--- config.mk ---
export PLATFORM = sky130hd
export DESIGN_NAME = draw_op_cull_and_sort_unit
export DESIGN_NICKNAME = d
export VERILOG_FILES = /design/src/rtl/dcsort_pkg.sv /design/src/rtl/dcsort_ram.sv /design/src/rtl/draw_op_cull_and_sort_unit.sv
export SDC_FILE = /design/constraint.sdc
export NUM_CORES = 2
export LEC_CHECK = 0
export BUFFER_PORTS_ARGS = -buffer_cell sky130_fd_sc_hd__buf_2
export CAP_MARGIN = 15
export CORE_ASPECT_RATIO = 0.7
export CORE_MARGIN = 2
export CORE_UTILIZATION = 30
export DETAILED_ROUTE_END_ITERATION = 8
export SLEW_MARGIN = 5
export SYNTH_ARGS = -nofsm -noshare
export SYNTH_HDL_FRONTEND = slang
export SYNTH_HIERARCHICAL = 1
export SYNTH_SLANG_ARGS = --single-unit
--- constraint.sdc ---
create_clock -name clk -period 14.9 [get_ports clk]
set_input_delay 2.98 -clock clk [delete_from_list [all_inputs] [get_ports clk]]
set_output_delay 2.98 -clock clk [all_outputs]
set_load 0.02 [all_outputs]
--- src/rtl/dcsort_pkg.sv ---
// ----------------------------------------------------------------------------
// dcsort_pkg
// Shared types, codes and helpers for the draw-op cull and sort unit.
// ----------------------------------------------------------------------------
package dcsort_pkg;

	localparam int MAX_OPS_DEF = 32;
	localparam int MIN_CULL    = 2;

	localparam logic [1:0] ACT_ADD = 2'd0;
	localparam logic [1:0] ACT_OPT = 2'd1;
	localparam logic [1:0] ACT_CLR = 2'd2;

	localparam logic [1:0] REG_DX = 2'd0;
	localparam logic [1:0] REG_DY = 2'd1;
	localparam logic [1:0] REG_DW = 2'd2;
	localparam logic [1:0] REG_DH = 2'd3;

	typedef struct packed {
		logic signed [15:0] x;
		logic signed [15:0] y;
		logic [15:0]        w;
		logic [15:0]        h;
	} rect_t;

	typedef struct packed {
		logic signed [15:0] depth;
		logic [15:0]        source;
	} key_t;

	typedef struct packed {
		rect_t       rect;
		key_t        key;
		logic [15:0] tag;
	} entry_t;

	localparam int ENTRY_W = $bits(entry_t);

	function automatic logic key_less(key_t a, key_t b);
		logic res;
		if (a.depth != b.depth) begin
			res = (a.depth < b.depth);
		end else begin
			res = (a.source < b.source);
		end
		return res;
	endfunction

	function automatic logic overlaps(rect_t a, rect_t b);
		logic signed [17:0] ax, ay, bx, by, ax_end, ay_end, bx_end, by_end;
		logic res;
		ax = {{2{a.x[15]}}, a.x};
		ay = {{2{a.y[15]}}, a.y};
		bx = {{2{b.x[15]}}, b.x};
		by = {{2{b.y[15]}}, b.y};
		ax_end = ax + $signed({2'b00, a.w});
		ay_end = ay + $signed({2'b00, a.h});
		bx_end = bx + $signed({2'b00, b.w});
		by_end = by + $signed({2'b00, b.h});
		if (a.w == 16'd0 || a.h == 16'd0 || b.w == 16'd0 || b.h == 16'd0) begin
			res = 1'b0;
		end else begin
			res = !(ax_end <= bx || bx_end <= ax || ay_end <= by || by_end <= ay);
		end
		return res;
	endfunction

endpackage

--- src/rtl/dcsort_ram.sv ---
// ----------------------------------------------------------------------------
// dcsort_ram
// Generic simple dual-port RAM, one write and one registered read port.
// ----------------------------------------------------------------------------
module dcsort_ram #(
	parameter int WIDTH = 8,
	parameter int DEPTH = 32
) (
	input  logic                     clk,
	input  logic                     we,
	input  logic [$clog2(DEPTH)-1:0] waddr,
	input  logic [WIDTH-1:0]         wdata,
	input  logic                     re,
	input  logic [$clog2(DEPTH)-1:0] raddr,
	output logic [WIDTH-1:0]         rdata
);

	logic [WIDTH-1:0] mem [DEPTH];

	always_ff @(posedge clk) begin
		if (we) begin
			mem[waddr] <= wdata;
		end
		if (re) begin
			rdata <= mem[raddr];
		end
	end

endmodule

--- src/rtl/draw_op_cull_and_sort_unit.sv ---
// ----------------------------------------------------------------------------
// draw_op_cull_and_sort_unit
// Holds draw ops in one RAM; on optimize culls against the dirty region,
// exchange-sorts by (depth, source) and streams the list out.
// ----------------------------------------------------------------------------
//  channel  direction  handshake             word
//  in       input      in_valid / in_stall   action + op fields
//  out      output     out_valid / out_stall op fields + is_last/list_empty/overflowed
//  cfg      input      cfg_write             cfg_index + cfg_data
//
//  Add and clear are taken in idle. Optimize with n ops: cull pass (when
//  active), setup state, sort (n >= 2) through the RAM read/write port pair,
//  then emit, each word via S_EMIT and S_EMIT_WAIT and held by output stalls.
//  Reset clears count, drop flag, registers and control; RAM needs no clear.
//  Input stalls outside idle, and an optimize stalls while a word still waits.
// ----------------------------------------------------------------------------
module draw_op_cull_and_sort_unit #(
	parameter int MAX_OPS = dcsort_pkg::MAX_OPS_DEF
) (
	input  logic               clk,
	input  logic               arst_n,
	input  logic               cfg_write,
	input  logic [1:0]         cfg_index,
	input  logic [15:0]        cfg_data,
	input  logic               in_valid,
	output logic               in_stall,
	input  logic [1:0]         action,
	input  logic signed [15:0] rect_x,
	input  logic signed [15:0] rect_y,
	input  logic [15:0]        rect_width,
	input  logic [15:0]        rect_height,
	input  logic signed [15:0] depth_order,
	input  logic [15:0]        source_id,
	input  logic [15:0]        op_tag,
	output logic               out_valid,
	input  logic               out_stall,
	output logic [15:0]        out_tag,
	output logic signed [15:0] out_depth_order,
	output logic [15:0]        out_source_id,
	output logic signed [15:0] out_x,
	output logic signed [15:0] out_y,
	output logic [15:0]        out_width,
	output logic [15:0]        out_height,
	output logic               is_last,
	output logic               list_empty,
	output logic               overflowed
);

	localparam int AW = $clog2(MAX_OPS);
	localparam int CW = $clog2(MAX_OPS + 1);

	typedef enum logic [3:0] {
		S_IDLE, S_CULL, S_PREP, S_SORT_LD, S_SORT_LDW, S_SORT_SCAN, S_SORT_ST,
		S_EMIT, S_EMIT_WAIT
	} state_t;

	state_t state_q;
	logic [CW-1:0] count_q, rd_q, w_q, i_q, j_q, e_q;
	logic          pend_q, drop_q, out_valid_q;
	dcsort_pkg::entry_t cur_q;
	dcsort_pkg::rect_t  dirty_q;

	logic                ram_we, ram_re;
	logic [AW-1:0]       ram_waddr, ram_raddr;
	dcsort_pkg::entry_t  ram_wdata, ram_rdata, in_entry;
	logic                in_acc, keep, less, out_free, cull_on;
	logic [CW-1:0]       j_next;

	assign in_stall = (state_q != S_IDLE) || (out_valid_q && action == dcsort_pkg::ACT_OPT);
	assign in_acc   = in_valid && !in_stall;
	assign out_free = !out_valid_q || !out_stall;
	assign out_valid = out_valid_q;
	assign keep     = dcsort_pkg::overlaps(ram_rdata.rect, dirty_q);
	assign less     = dcsort_pkg::key_less(ram_rdata.key, cur_q.key);
	assign j_next   = j_q + CW'(1);
	assign cull_on  = (count_q >= CW'(dcsort_pkg::MIN_CULL)) && (dirty_q.w != 16'd0)
	                  && (dirty_q.h != 16'd0);

	always_comb begin
		in_entry.rect.x     = rect_x;
		in_entry.rect.y     = rect_y;
		in_entry.rect.w     = rect_width;
		in_entry.rect.h     = rect_height;
		in_entry.key.depth  = depth_order;
		in_entry.key.source = source_id;
		in_entry.tag        = op_tag;
	end

	always_comb begin
		ram_we    = 1'b0;
		ram_waddr = '0;
		ram_wdata = cur_q;
		ram_re    = 1'b0;
		ram_raddr = '0;
		case (state_q)
			S_IDLE: begin
				if (in_acc && action == dcsort_pkg::ACT_ADD && count_q < CW'(MAX_OPS)) begin
					ram_we    = 1'b1;
					ram_waddr = count_q[AW-1:0];
					ram_wdata = in_entry;
				end
			end
			S_CULL: begin
				if (pend_q && keep) begin
					ram_we    = 1'b1;
					ram_waddr = w_q[AW-1:0];
					ram_wdata = ram_rdata;
				end
				if (rd_q < count_q) begin
					ram_re    = 1'b1;
					ram_raddr = rd_q[AW-1:0];
				end
			end
			S_SORT_LD: begin
				ram_re    = 1'b1;
				ram_raddr = i_q[AW-1:0];
			end
			S_SORT_LDW: begin
				ram_re    = 1'b1;
				ram_raddr = j_q[AW-1:0];
			end
			S_SORT_SCAN: begin
				if (less) begin
					ram_we    = 1'b1;
					ram_waddr = j_q[AW-1:0];
				end
				if (j_next < count_q) begin
					ram_re    = 1'b1;
					ram_raddr = j_next[AW-1:0];
				end
			end
			S_SORT_ST: begin
				ram_we    = 1'b1;
				ram_waddr = i_q[AW-1:0];
			end
			S_EMIT: begin
				if (out_free && count_q != '0) begin
					ram_re    = 1'b1;
					ram_raddr = e_q[AW-1:0];
				end
			end
			default: ;
		endcase
	end

	dcsort_ram #(
		.WIDTH (dcsort_pkg::ENTRY_W),
		.DEPTH (MAX_OPS)
	) u_store (
		.clk   (clk),
		.we    (ram_we),
		.waddr (ram_waddr),
		.wdata (ram_wdata),
		.re    (ram_re),
		.raddr (ram_raddr),
		.rdata (ram_rdata)
	);

	always_ff @(posedge clk or negedge arst_n) begin
		if (!arst_n) begin
			dirty_q <= '0;
		end else if (cfg_write) begin
			case (cfg_index)
				dcsort_pkg::REG_DX: dirty_q.x <= cfg_data;
				dcsort_pkg::REG_DY: dirty_q.y <= cfg_data;
				dcsort_pkg::REG_DW: dirty_q.w <= cfg_data;
				dcsort_pkg::REG_DH: dirty_q.h <= cfg_data;
				default: ;
			endcase
		end
	end

	always_ff @(posedge clk or negedge arst_n) begin
		if (!arst_n) begin
			state_q         <= S_IDLE;
			count_q         <= '0;
			drop_q          <= 1'b0;
			pend_q          <= 1'b0;
			rd_q            <= '0;
			w_q             <= '0;
			i_q             <= '0;
			j_q             <= '0;
			e_q             <= '0;
			cur_q           <= '0;
			out_valid_q     <= 1'b0;
			out_tag         <= '0;
			out_depth_order <= '0;
			out_source_id   <= '0;
			out_x           <= '0;
			out_y           <= '0;
			out_width       <= '0;
			out_height      <= '0;
			is_last         <= 1'b0;
			list_empty      <= 1'b0;
			overflowed      <= 1'b0;
		end else begin
			if (out_valid_q && !out_stall && state_q != S_EMIT) begin
				out_valid_q <= 1'b0;
			end
			case (state_q)
				S_IDLE: begin
					if (in_acc) begin
						case (action)
							dcsort_pkg::ACT_ADD: begin
								if (count_q < CW'(MAX_OPS)) begin
									count_q <= count_q + CW'(1);
								end else begin
									drop_q <= 1'b1;
								end
							end
							dcsort_pkg::ACT_CLR: begin
								count_q <= '0;
								drop_q  <= 1'b0;
							end
							dcsort_pkg::ACT_OPT: begin
								rd_q    <= '0;
								w_q     <= '0;
								pend_q  <= 1'b0;
								state_q <= cull_on ? S_CULL : S_PREP;
							end
							default: ;
						endcase
					end
				end
				S_CULL: begin
					if (rd_q < count_q) begin
						rd_q   <= rd_q + CW'(1);
						pend_q <= 1'b1;
					end else begin
						pend_q <= 1'b0;
					end
					if (pend_q && keep) begin
						w_q <= w_q + CW'(1);
					end
					if (pend_q && rd_q >= count_q) begin
						count_q <= w_q + CW'(keep);
						state_q <= S_PREP;
					end
				end
				S_PREP: begin
					i_q <= '0;
					e_q <= '0;
					state_q <= (count_q >= CW'(dcsort_pkg::MIN_CULL)) ? S_SORT_LD : S_EMIT;
				end
				S_SORT_LD: begin
					j_q     <= i_q + CW'(1);
					state_q <= S_SORT_LDW;
				end
				S_SORT_LDW: begin
					cur_q   <= ram_rdata;
					state_q <= S_SORT_SCAN;
				end
				S_SORT_SCAN: begin
					if (less) begin
						cur_q <= ram_rdata;
					end
					if (j_next < count_q) begin
						j_q <= j_next;
					end else begin
						state_q <= S_SORT_ST;
					end
				end
				S_SORT_ST: begin
					i_q     <= i_q + CW'(1);
					state_q <= ((i_q + CW'(2)) < count_q) ? S_SORT_LD : S_EMIT;
				end
				S_EMIT: begin
					if (out_free) begin
						if (count_q == '0) begin
							out_valid_q     <= 1'b1;
							out_tag         <= '0;
							out_depth_order <= '0;
							out_source_id   <= '0;
							out_x           <= '0;
							out_y           <= '0;
							out_width       <= '0;
							out_height      <= '0;
							is_last         <= 1'b1;
							list_empty      <= 1'b1;
							overflowed      <= drop_q;
							state_q         <= S_IDLE;
						end else begin
							out_valid_q <= 1'b0;
							state_q     <= S_EMIT_WAIT;
						end
					end
				end
				S_EMIT_WAIT: begin
					out_valid_q     <= 1'b1;
					out_tag         <= ram_rdata.tag;
					out_depth_order <= ram_rdata.key.depth;
					out_source_id   <= ram_rdata.key.source;
					out_x           <= ram_rdata.rect.x;
					out_y           <= ram_rdata.rect.y;
					out_width       <= ram_rdata.rect.w;
					out_height      <= ram_rdata.rect.h;
					is_last         <= (e_q + CW'(1) == count_q);
					list_empty      <= 1'b0;
					overflowed      <= drop_q;
					e_q             <= e_q + CW'(1);
					state_q         <= (e_q + CW'(1) == count_q) ? S_IDLE : S_EMIT;
				end
				default: state_q <= S_IDLE;
			endcase
		end
	end

	a_count_bound: assert property (@(posedge clk) disable iff (!arst_n)
		count_q <= CW'(MAX_OPS))
		else $error("entry count above capacity");

	a_no_rw_collide: assert property (@(posedge clk) disable iff (!arst_n)
		(ram_we && ram_re && state_q != S_IDLE) |-> ram_waddr != ram_raddr)
		else $error("RAM read and write hit the same entry");

	a_empty_is_last: assert property (@(posedge clk) disable iff (!arst_n)
		(out_valid_q && list_empty) |-> is_last)
		else $error("empty-list word not marked last");

	a_opt_leaves_idle: assert property (@(posedge clk) disable iff (!arst_n)
		(in_acc && action == dcsort_pkg::ACT_OPT) |=> state_q != S_IDLE)
		else $error("optimize accepted but no pass started");

	a_emit_out_free: assert property (@(posedge clk) disable iff (!arst_n)
		(state_q == S_EMIT_WAIT) |-> !out_valid_q)
		else $error("result word overwritten before taken");

endmodule

== Word level (Yosys, flattened, before mapping) ==
Memory sizes are Yosys's and may differ from the RTL's. A register that Yosys moved wholly into a read port is not among the register bits.
Index checks and enable logic that the tools add are counted.

* Add/sub/neg operators: 12
* Magnitude comparators: 12
* Equal/unequal tests: 29
* Mux-type cells: 76
* Reduce and logical (&&, ||, !) cells: 56

{| class="wikitable"
|+ Operator list
! cell !! number
|-
| 112-bit case mux with 2 select lines || 2
|-
| 112-bit 2-to-1 mux || 3
|-
| 16-bit case mux with 2 select lines || 7
|-
| 6-bit case mux with 2 select lines || 7
|-
| 16-bit by 17-bit adder with 18-bit output || 4
|-
| 18-bit by 16-bit <= comparator with 1-bit output || 4
|-
| 16-bit zero test || 4
|-
| 6-bit 2-to-1 mux || 8
|-
| 6-bit by 1-bit adder with 6-bit output, second input constant || 6
|-
| 4-bit case mux with 9 select lines || 1
|-
| 16-bit < comparator || 2
|-
| 16-bit 2-to-1 mux || 2
|-
| 16-bit nonzero test || 2
|-
| 5-bit 2-to-1 mux || 6
|-
| 5-bit case mux with 5 select lines || 1
|-
| 4-bit 2-to-1 mux || 6
|-
| 2-bit != test, second input constant || 11
|-
| 1-bit 2-to-1 mux || 20
|-
| 5-bit case mux with 4 select lines || 1
|-
| 6-bit < comparator || 3
|-
| 4-bit by 3-bit equality test with 1-bit output, second input constant || 4
|-
| 16-bit != test || 1
|-
| 2-bit nonzero test || 7
|-
| 1-bit case mux with 2 select lines || 6
|-
| other kinds (30) || 67
|}

* Bits in registers: 334
* RAM bits: 3584
* Input port bits: 137
* Output and inout bits: 117
* Logic and storage cells: 217
* Memories: 1

{| class="wikitable"
|+ Memories
! memory !! depth !! bits a word !! rd ports !! clocked after Yosys merged registers in !! wr ports !! RTL line !! text
|-
| u_store.mem || 32 || 112 || 1 || 1 || 1 || dcsort_ram.sv:18 || <nowiki>logic [WIDTH-1:0] mem [DEPTH];</nowiki>
|}

== Logic depth before layout (Yosys ltp) ==
* Word-level depth: 12
* Depth in mapped cells: 26
* Depth with buffers taken out: 24

== Modules after synthesis ==
The synthesis kept the hierarchy.

{| class="wikitable"
|+ Modules (own cells, without submodules)
! module !! times used !! cells each !! area each (um^2) !! sequential area each (um^2)
|-
| dcsort_ram || 1 || 6524 || 139347.4 || 110986.4
|-
| draw_op_cull_and_sort_unit || 1 || 2550 || 23425.0 || 8358.0
|}

== Least setup slack after synthesis ==
OpenSTA, ideal clock, no wires.

* Path type: reg2reg
* Start: register u_store.rdata[48], read port of u_store.mem
* End: memory u_store/mem[28][0] in the netlist's numbering (enable)
* Arrival: 9.625 ns
* Path slack: 4.690 ns
* Cell stages (with the launch flop): 24
* Buffers on the path: 2
* Clock period less this slack: 10.210 ns
* Path through: edfxtp_1 -> ha_1 -> inv_1 -> fa_1 -> nor2b_1 -> o31a_1 -> o211ai_1 -> a21oi_1 -> nor3_1 -> nor3_1 -> or3_1 -> o311ai_0 -> ha_1 -> nand4_1 -> nor3_1 -> a221o_1 -> a2111o_1 -> nor4_2 -> and2_1 -> clkbuf_1 -> or4_1 -> or3b_2 -> clkbuf_1 -> nor2_1

* Word-level cells in the longest chain between the ends: 11

{| class="wikitable"
|+ Ends and longest elaborated chain
! item !! RTL line !! text
|-
| start: declaration || dcsort_ram.sv:15 || <nowiki>output logic [WIDTH-1:0] rdata</nowiki>
|-
| 16-bit by 17-bit adder with 18-bit output || dcsort_pkg.sv:57 || <nowiki>ay_end = ay + $signed({2'b00, a.h});</nowiki>
|-
| 18-bit by 16-bit <= comparator with 1-bit output || dcsort_pkg.sv:63 || <nowiki>res = !(ax_end <= bx || bx_end <= ax || ay_end <= by || by_end <= ay);</nowiki>
|-
| 1-bit logical OR (2 in a row) || dcsort_pkg.sv:63 ||
|-
| 1-bit zero test || dcsort_pkg.sv:63 ||
|-
| 1-bit 2-to-1 mux * || dcsort_pkg.sv:60 || <nowiki>if (a.w == 16'd0 || a.h == 16'd0 || b.w == 16'd0 || b.h == 16'd0) begin</nowiki>
|-
| 1-bit logical AND * || draw_op_cull_and_sort_unit.sv:104 || <nowiki>if (pend_q && keep) begin</nowiki>
|-
| 1-bit 2-to-1 mux * || draw_op_cull_and_sort_unit.sv:104 ||
|-
| 1-bit case mux with 4 select lines * || draw_op_cull_and_sort_unit.sv:95 || <nowiki>case (state_q)</nowiki>
|-
| named net ram_we || draw_op_cull_and_sort_unit.sv:63 || <nowiki>logic ram_we, ram_re;</nowiki>
|-
| 1-bit 2-to-1 mux * || dcsort_ram.sv:21 || <nowiki>if (we) begin</nowiki>
|-
| 1-bit 2-to-1 mux (not written as such) * || dcsort_ram.sv:22 || <nowiki>mem[waddr] <= wdata;</nowiki>
|-
| end: declaration || dcsort_ram.sv:18 ||
|}

The timed path passes the listed nets; every way through them passes the cells marked *.

== Worst setup path after layout ==
* Start: register dirty_q[0] in the netlist's numbering
* End: memory u_store/mem[16][100] in the netlist's numbering (enable)

{| class="wikitable"
|+ RTL lines
! item !! RTL line !! text
|-
| start: declaration || draw_op_cull_and_sort_unit.sv:61 || <nowiki>dcsort_pkg::rect_t dirty_q;</nowiki>
|-
| 16-bit by 17-bit adder with 18-bit output || dcsort_pkg.sv:59 || <nowiki>by_end = by + $signed({2'b00, b.h});</nowiki>
|-
| 18-bit by 16-bit <= comparator with 1-bit output || dcsort_pkg.sv:63 ||
|-
| 1-bit logical OR || dcsort_pkg.sv:63 ||
|-
| 1-bit zero test || dcsort_pkg.sv:63 ||
|-
| 1-bit 2-to-1 mux * || dcsort_pkg.sv:60 ||
|-
| 1-bit logical AND * || draw_op_cull_and_sort_unit.sv:104 ||
|-
| 5-bit 2-to-1 mux * || draw_op_cull_and_sort_unit.sv:104 ||
|-
| 5-bit case mux with 4 select lines * || draw_op_cull_and_sort_unit.sv:95 ||
|-
| named net ram_waddr[4] || draw_op_cull_and_sort_unit.sv:64 || <nowiki>logic [AW-1:0] ram_waddr, ram_raddr;</nowiki>
|}

Marked as above.

==> results by group <==
Yosys
  – Async SR Flop Fraction: 8.288%
  – Yosys warning total: 6
  – Average cell area after synthesis: 17.94 um2
  – Main flop type after synthesis: sky130_fd_sc_hd__edfxtp_1
  – Netlist cell types: 70
  – Xor and xnor area share after synthesis: 0.4143%
  – Synth Area in Compound Gates: 6.638%
  – Area share of and/or/nand/nor cells after synthesis: 2.803%
  – Register area share after synthesis: 73.32%
  – Multiplexer share of the synthesized area: 13.41%
  – Post-synthesis net count: 9,412
  – EDFF count, synth: 3,696
  – Flop and latch count out of synthesis: 4,030
  – Number of cells produced by synthesis: 9,074
  – Adder-cell area share of the yosys netlist: 1.563%
  – Synthesized cell area: 162,800 um2
  – Combinational family with the most area after synthesis: multiplexers

STA
  – Fraction of the cycle the final worst path needs: 64.47%
  – Clk_skew: 0.09161 ns
  – Number of endpoints with negative hold slack in the final report: 0
  – Final-report setup violation count: 0
  – Fin Hold WS: 0.4755 ns
  – Max-slew violations: 0
  – Slew @ Worst Pin: 1.308 ns
  – Time the worst path needs with I/O delays and setup: 9.606 ns
  – Tightest slew margin relative to the limit: 12.80%
  – Max Clock Freq: 104.1 MHz
  – Setup repair after global routing missed its margin: false
  – Total Neg Setup Slack: 0 ns

Worst setup path
  – Worst r2r path cells: 24
  – Classification of the worst setup path: flop to flop
  – Most repeated library cell on the critical path: sky130_fd_sc_hd__buf_4
  – Kind of capture point of the worst setup path: flop
  – Crit Path Max Fanout: 41
  – Cell type of the slowest stage on the worst timing path: sky130_fd_sc_hd__buf_4
  – Register-to-Register Setup Slack: 5.29 ns
  – R2r endpoint: u_store/mem[16][100]
  – Cell Chain, Critical Path: ha_1 > inv_1 > fa_1 > nor2b_1 > o31a_1 > o211ai_1 > a21oi_1 > nor3_1 > nor3_1 > or4_1 > o311ai_0 > ha_1 > nand4_1 > nor4_1 > a211oi_1 > a2111o_1 > nor4_4 > buf_4 > and2_1 > a221o_1 > or3b_2 > nor2_4 > buf_4 > buf_4
  – Data arrival time of the critical path: 10.15 ns
  – Worst endpoint required time: 15.44 ns
  – RR Startpoint: dirty_q[0]
  – Worst stage delay on the critical path: 0.94 ns
  – Crit path launch type: flop

Die
  – Die height: 620.3 um
  – Placeable core region: 540,900 um2
  – Row Count: 226
  – Die width: 884.4 um
  – Initial standard-cell utilization of the core: 30.09%
  – Count of pins on the block boundary: 254
  – Die ar.: 548,600 um2

Clock network
  – CTS clk-pin slew, worst paths: 0.07 ns
  – CTS H-Tree Depth: 5
  – Post-CTS setup buffer count: 0
  – Clk sinks: 4,030
  – Clock latency on the worst-skew pair: 0.95 ns
  – Number of buffers between clock root and the deepest sink: 4
  – Clock buffers created by TritonCTS: 349
  – CTS Hold Bufs: 0
  – Cell at the root of the clock tree: sky130_fd_sc_hd__clkbuf_16
  – Post-CTS sizing: 0
  – CTS tree: done

Place
  – Port-buffer cells: 253
  – Standard cell area after detailed placement: 174,300 um2
  – Routability congestion estimate from global placement: 0.8673
  – Final HPWL from detailed placement: 308,700 um

Pwr
  – Pwr Density: 118.2 nW/um2
  – Leakage: 49.30 nW
  – Worst voltage drop across the vdd grid: 0.09533 mV

Global routing
  – Wire length of the first global-routing pass: 739,900 um
  – Aggregate global routing overflow: 0
  – Via count of the first global-routing pass: 87.10k
  – Number of antenna violations at the first check in global routing: 99
  – Total GRT Usage: 19.10%
  – Maximum number of pins on one net before global-route repair: 133

Final layout
  – Number of fillers in the final layout: 50.65k
  – Layout net count: 9,850
  – Fraction of final layout cells with drive strength greater than 1: 19.18%
  – Synthesis-to-finish area growth: 14.27%
  – Design Area, Final: 186,000 um2
  – Commonest cells after routing, fill and taps aside: 3,696 x sky130_fd_sc_hd__edfxtp_1, 989 x sky130_fd_sc_hd__mux2i_1, 594 x sky130_fd_sc_hd__a22oi_1
  – Most frequent standard cell in the layout excluding fill and tap cells: sky130_fd_sc_hd__edfxtp_1

Route
  – Count of vias placed by the detailed router: 93.82k
  – Via-per-instance ratio: 5.518
  – Routed wire length per instance: 32.05 um
  – Detailed-routing iteration count for the pre-antenna-repair pass: 6
  – Starting DRC count in detailed routing: 15.10k
  – Number of nets still failing antenna checks after routing: 0
  – DRC viols: 0
  – Routed WL: 544,900 um

Worst hold path
  – Destination of the worst hold path: out_y[7]
  – Hold path depth: 2
  – Min-delay worst type: flop to flop
  – Hold path start: out_y[7]

Run status
  – Outcome: finished, final reports clean

Flow run
  – Number of max-cap violations: 0
per-layer routing:
| layer | global-route usage (%) | wire, um |
|---|---|---|
| met2 | 28.47 | 238400 |
| met4 | 4.869 | 14850 |
| met3 | 3.938 | 60110 |
| met1 | 28.43 | 231400 |
| met5 | 0 | 135 |
kinds of logic (layout without fill, tap and decap cells):
logic type | after synthesis | in the layout
AOI/OAI and AO/OA | 1577 | 1577
and+or+nand+nor | 929 | 929
other | 0 | 27
buffers and inverters | 660 | 1380
DFF | 4030 | 4030
xor gates and xnor gates | 77 | 77
muxes | 1600 | 1600
adders and majority gates | 201 | 201
cell type report:
class                      count  area [um2]  share of cell area [%]
antenna                       27       67.56                 0.03632
clock buffer                 479        9649                   5.188
clock inverter               154        1620                  0.8711
inverter                     146       548.0                  0.2946
multi-input combinational   4384       41360                   22.24
sequential                  4030      119300                   64.16
tap                         7182        8986                   4.831
timing repair buffer         601        4420                   2.377
Yosys cell counts (129+ instances only):
cell type | count | area (um2)
sky130_fd_sc_hd__mux2_2 | 163 | 1836
sky130_fd_sc_hd__o21ai_0 | 284 | 1421
sky130_fd_sc_hd__a22oi_1 | 594 | 4459
sky130_fd_sc_hd__mux4_2 | 448 | 10090
sky130_fd_sc_hd__mux2i_1 | 989 | 9899
sky130_fd_sc_hd__inv_1 | 146 | 548.0
sky130_fd_sc_hd__nand2_1 | 170 | 638.1
sky130_fd_sc_hd__dfrtp_1 | 334 | 8358
sky130_fd_sc_hd__edfxtp_1 | 3696 | 111000
sky130_fd_sc_hd__ha_1 | 197 | 2465
sky130_fd_sc_hd__nor2_1 | 177 | 664.4
sky130_fd_sc_hd__a21oi_1 | 206 | 1031
sky130_fd_sc_hd__a22o_1 | 147 | 1287
sky130_fd_sc_hd__clkbuf_1 | 262 | 983.4
sky130_fd_sc_hd__buf_2 | 144 | 720.7
sky130_fd_sc_hd__a21o_1 | 129 | 968.4
sky130_fd_sc_hd__nand3_1 | 299 | 1496
stage by stage:
step                      std cells  utilization (%)  setup slack [ns]  power [mW]
after global routing          16990            34.38             4.983       22.58
after detailed placement      16320            32.23             5.426       12.96
after CTS                     16960            34.31             5.407       22.07
final                         17000            34.38             5.294       21.99
after floorplan                9074                -             4.690       12.77
after global placement        16320            32.22             5.523       12.97
sequential cells by signal (all words and copies together), names as in the netlist, 4 cells and up:
register	flops
count_q	6
cur_q	112
dirty_q	64
e_q	6
i_q	6
j_q	6
out_depth_order	16
out_height	16
out_source_id	16
out_tag	16
out_width	16
out_x	16
out_y	16
rd_q	6
state_q	4
u_store/mem	3584
u_store/rdata	112
w_q	6
power by group:
group          internal (mW)  switching (mW)
clock                   5.04            4.23
combinational          0.198           0.307
sequential              12.2          0.0318
how the worst max path moves through the flow:
| stage | startpoint | to | slack (ns) |
|---|---|---|---|
| after floorplan | u_store/rdata[48] | u_store/mem[28][0] | 4.69 |
| after detailed placement | dirty_q[0] | u_store/mem[11][8] | 5.43 |
| after global routing | dirty_q[0] | u_store/mem[11][34] | 4.98 |
| after global placement | u_store/rdata[80] | u_store/mem[11][8] | 5.52 |
| final | dirty_q[0] | u_store/mem[16][100] | 5.29 |
| after CTS | dirty_q[0] | u_store/mem[11][34] | 5.41 |
worst max-delay path, delay by kind of cell (launching register included):
family | cells | cell delay [ns]
buffers and inverters | 4 | 2.42
AND/OR/NAND/NOR | 10 | 3.84
adder cells (fa/ha/maj) | 3 | 0.67
AO/OA/AOI/OAI | 7 | 1.72
flip-flops | 1 | 0.41
Note: power is estimated with default switching activity, not from simulation.
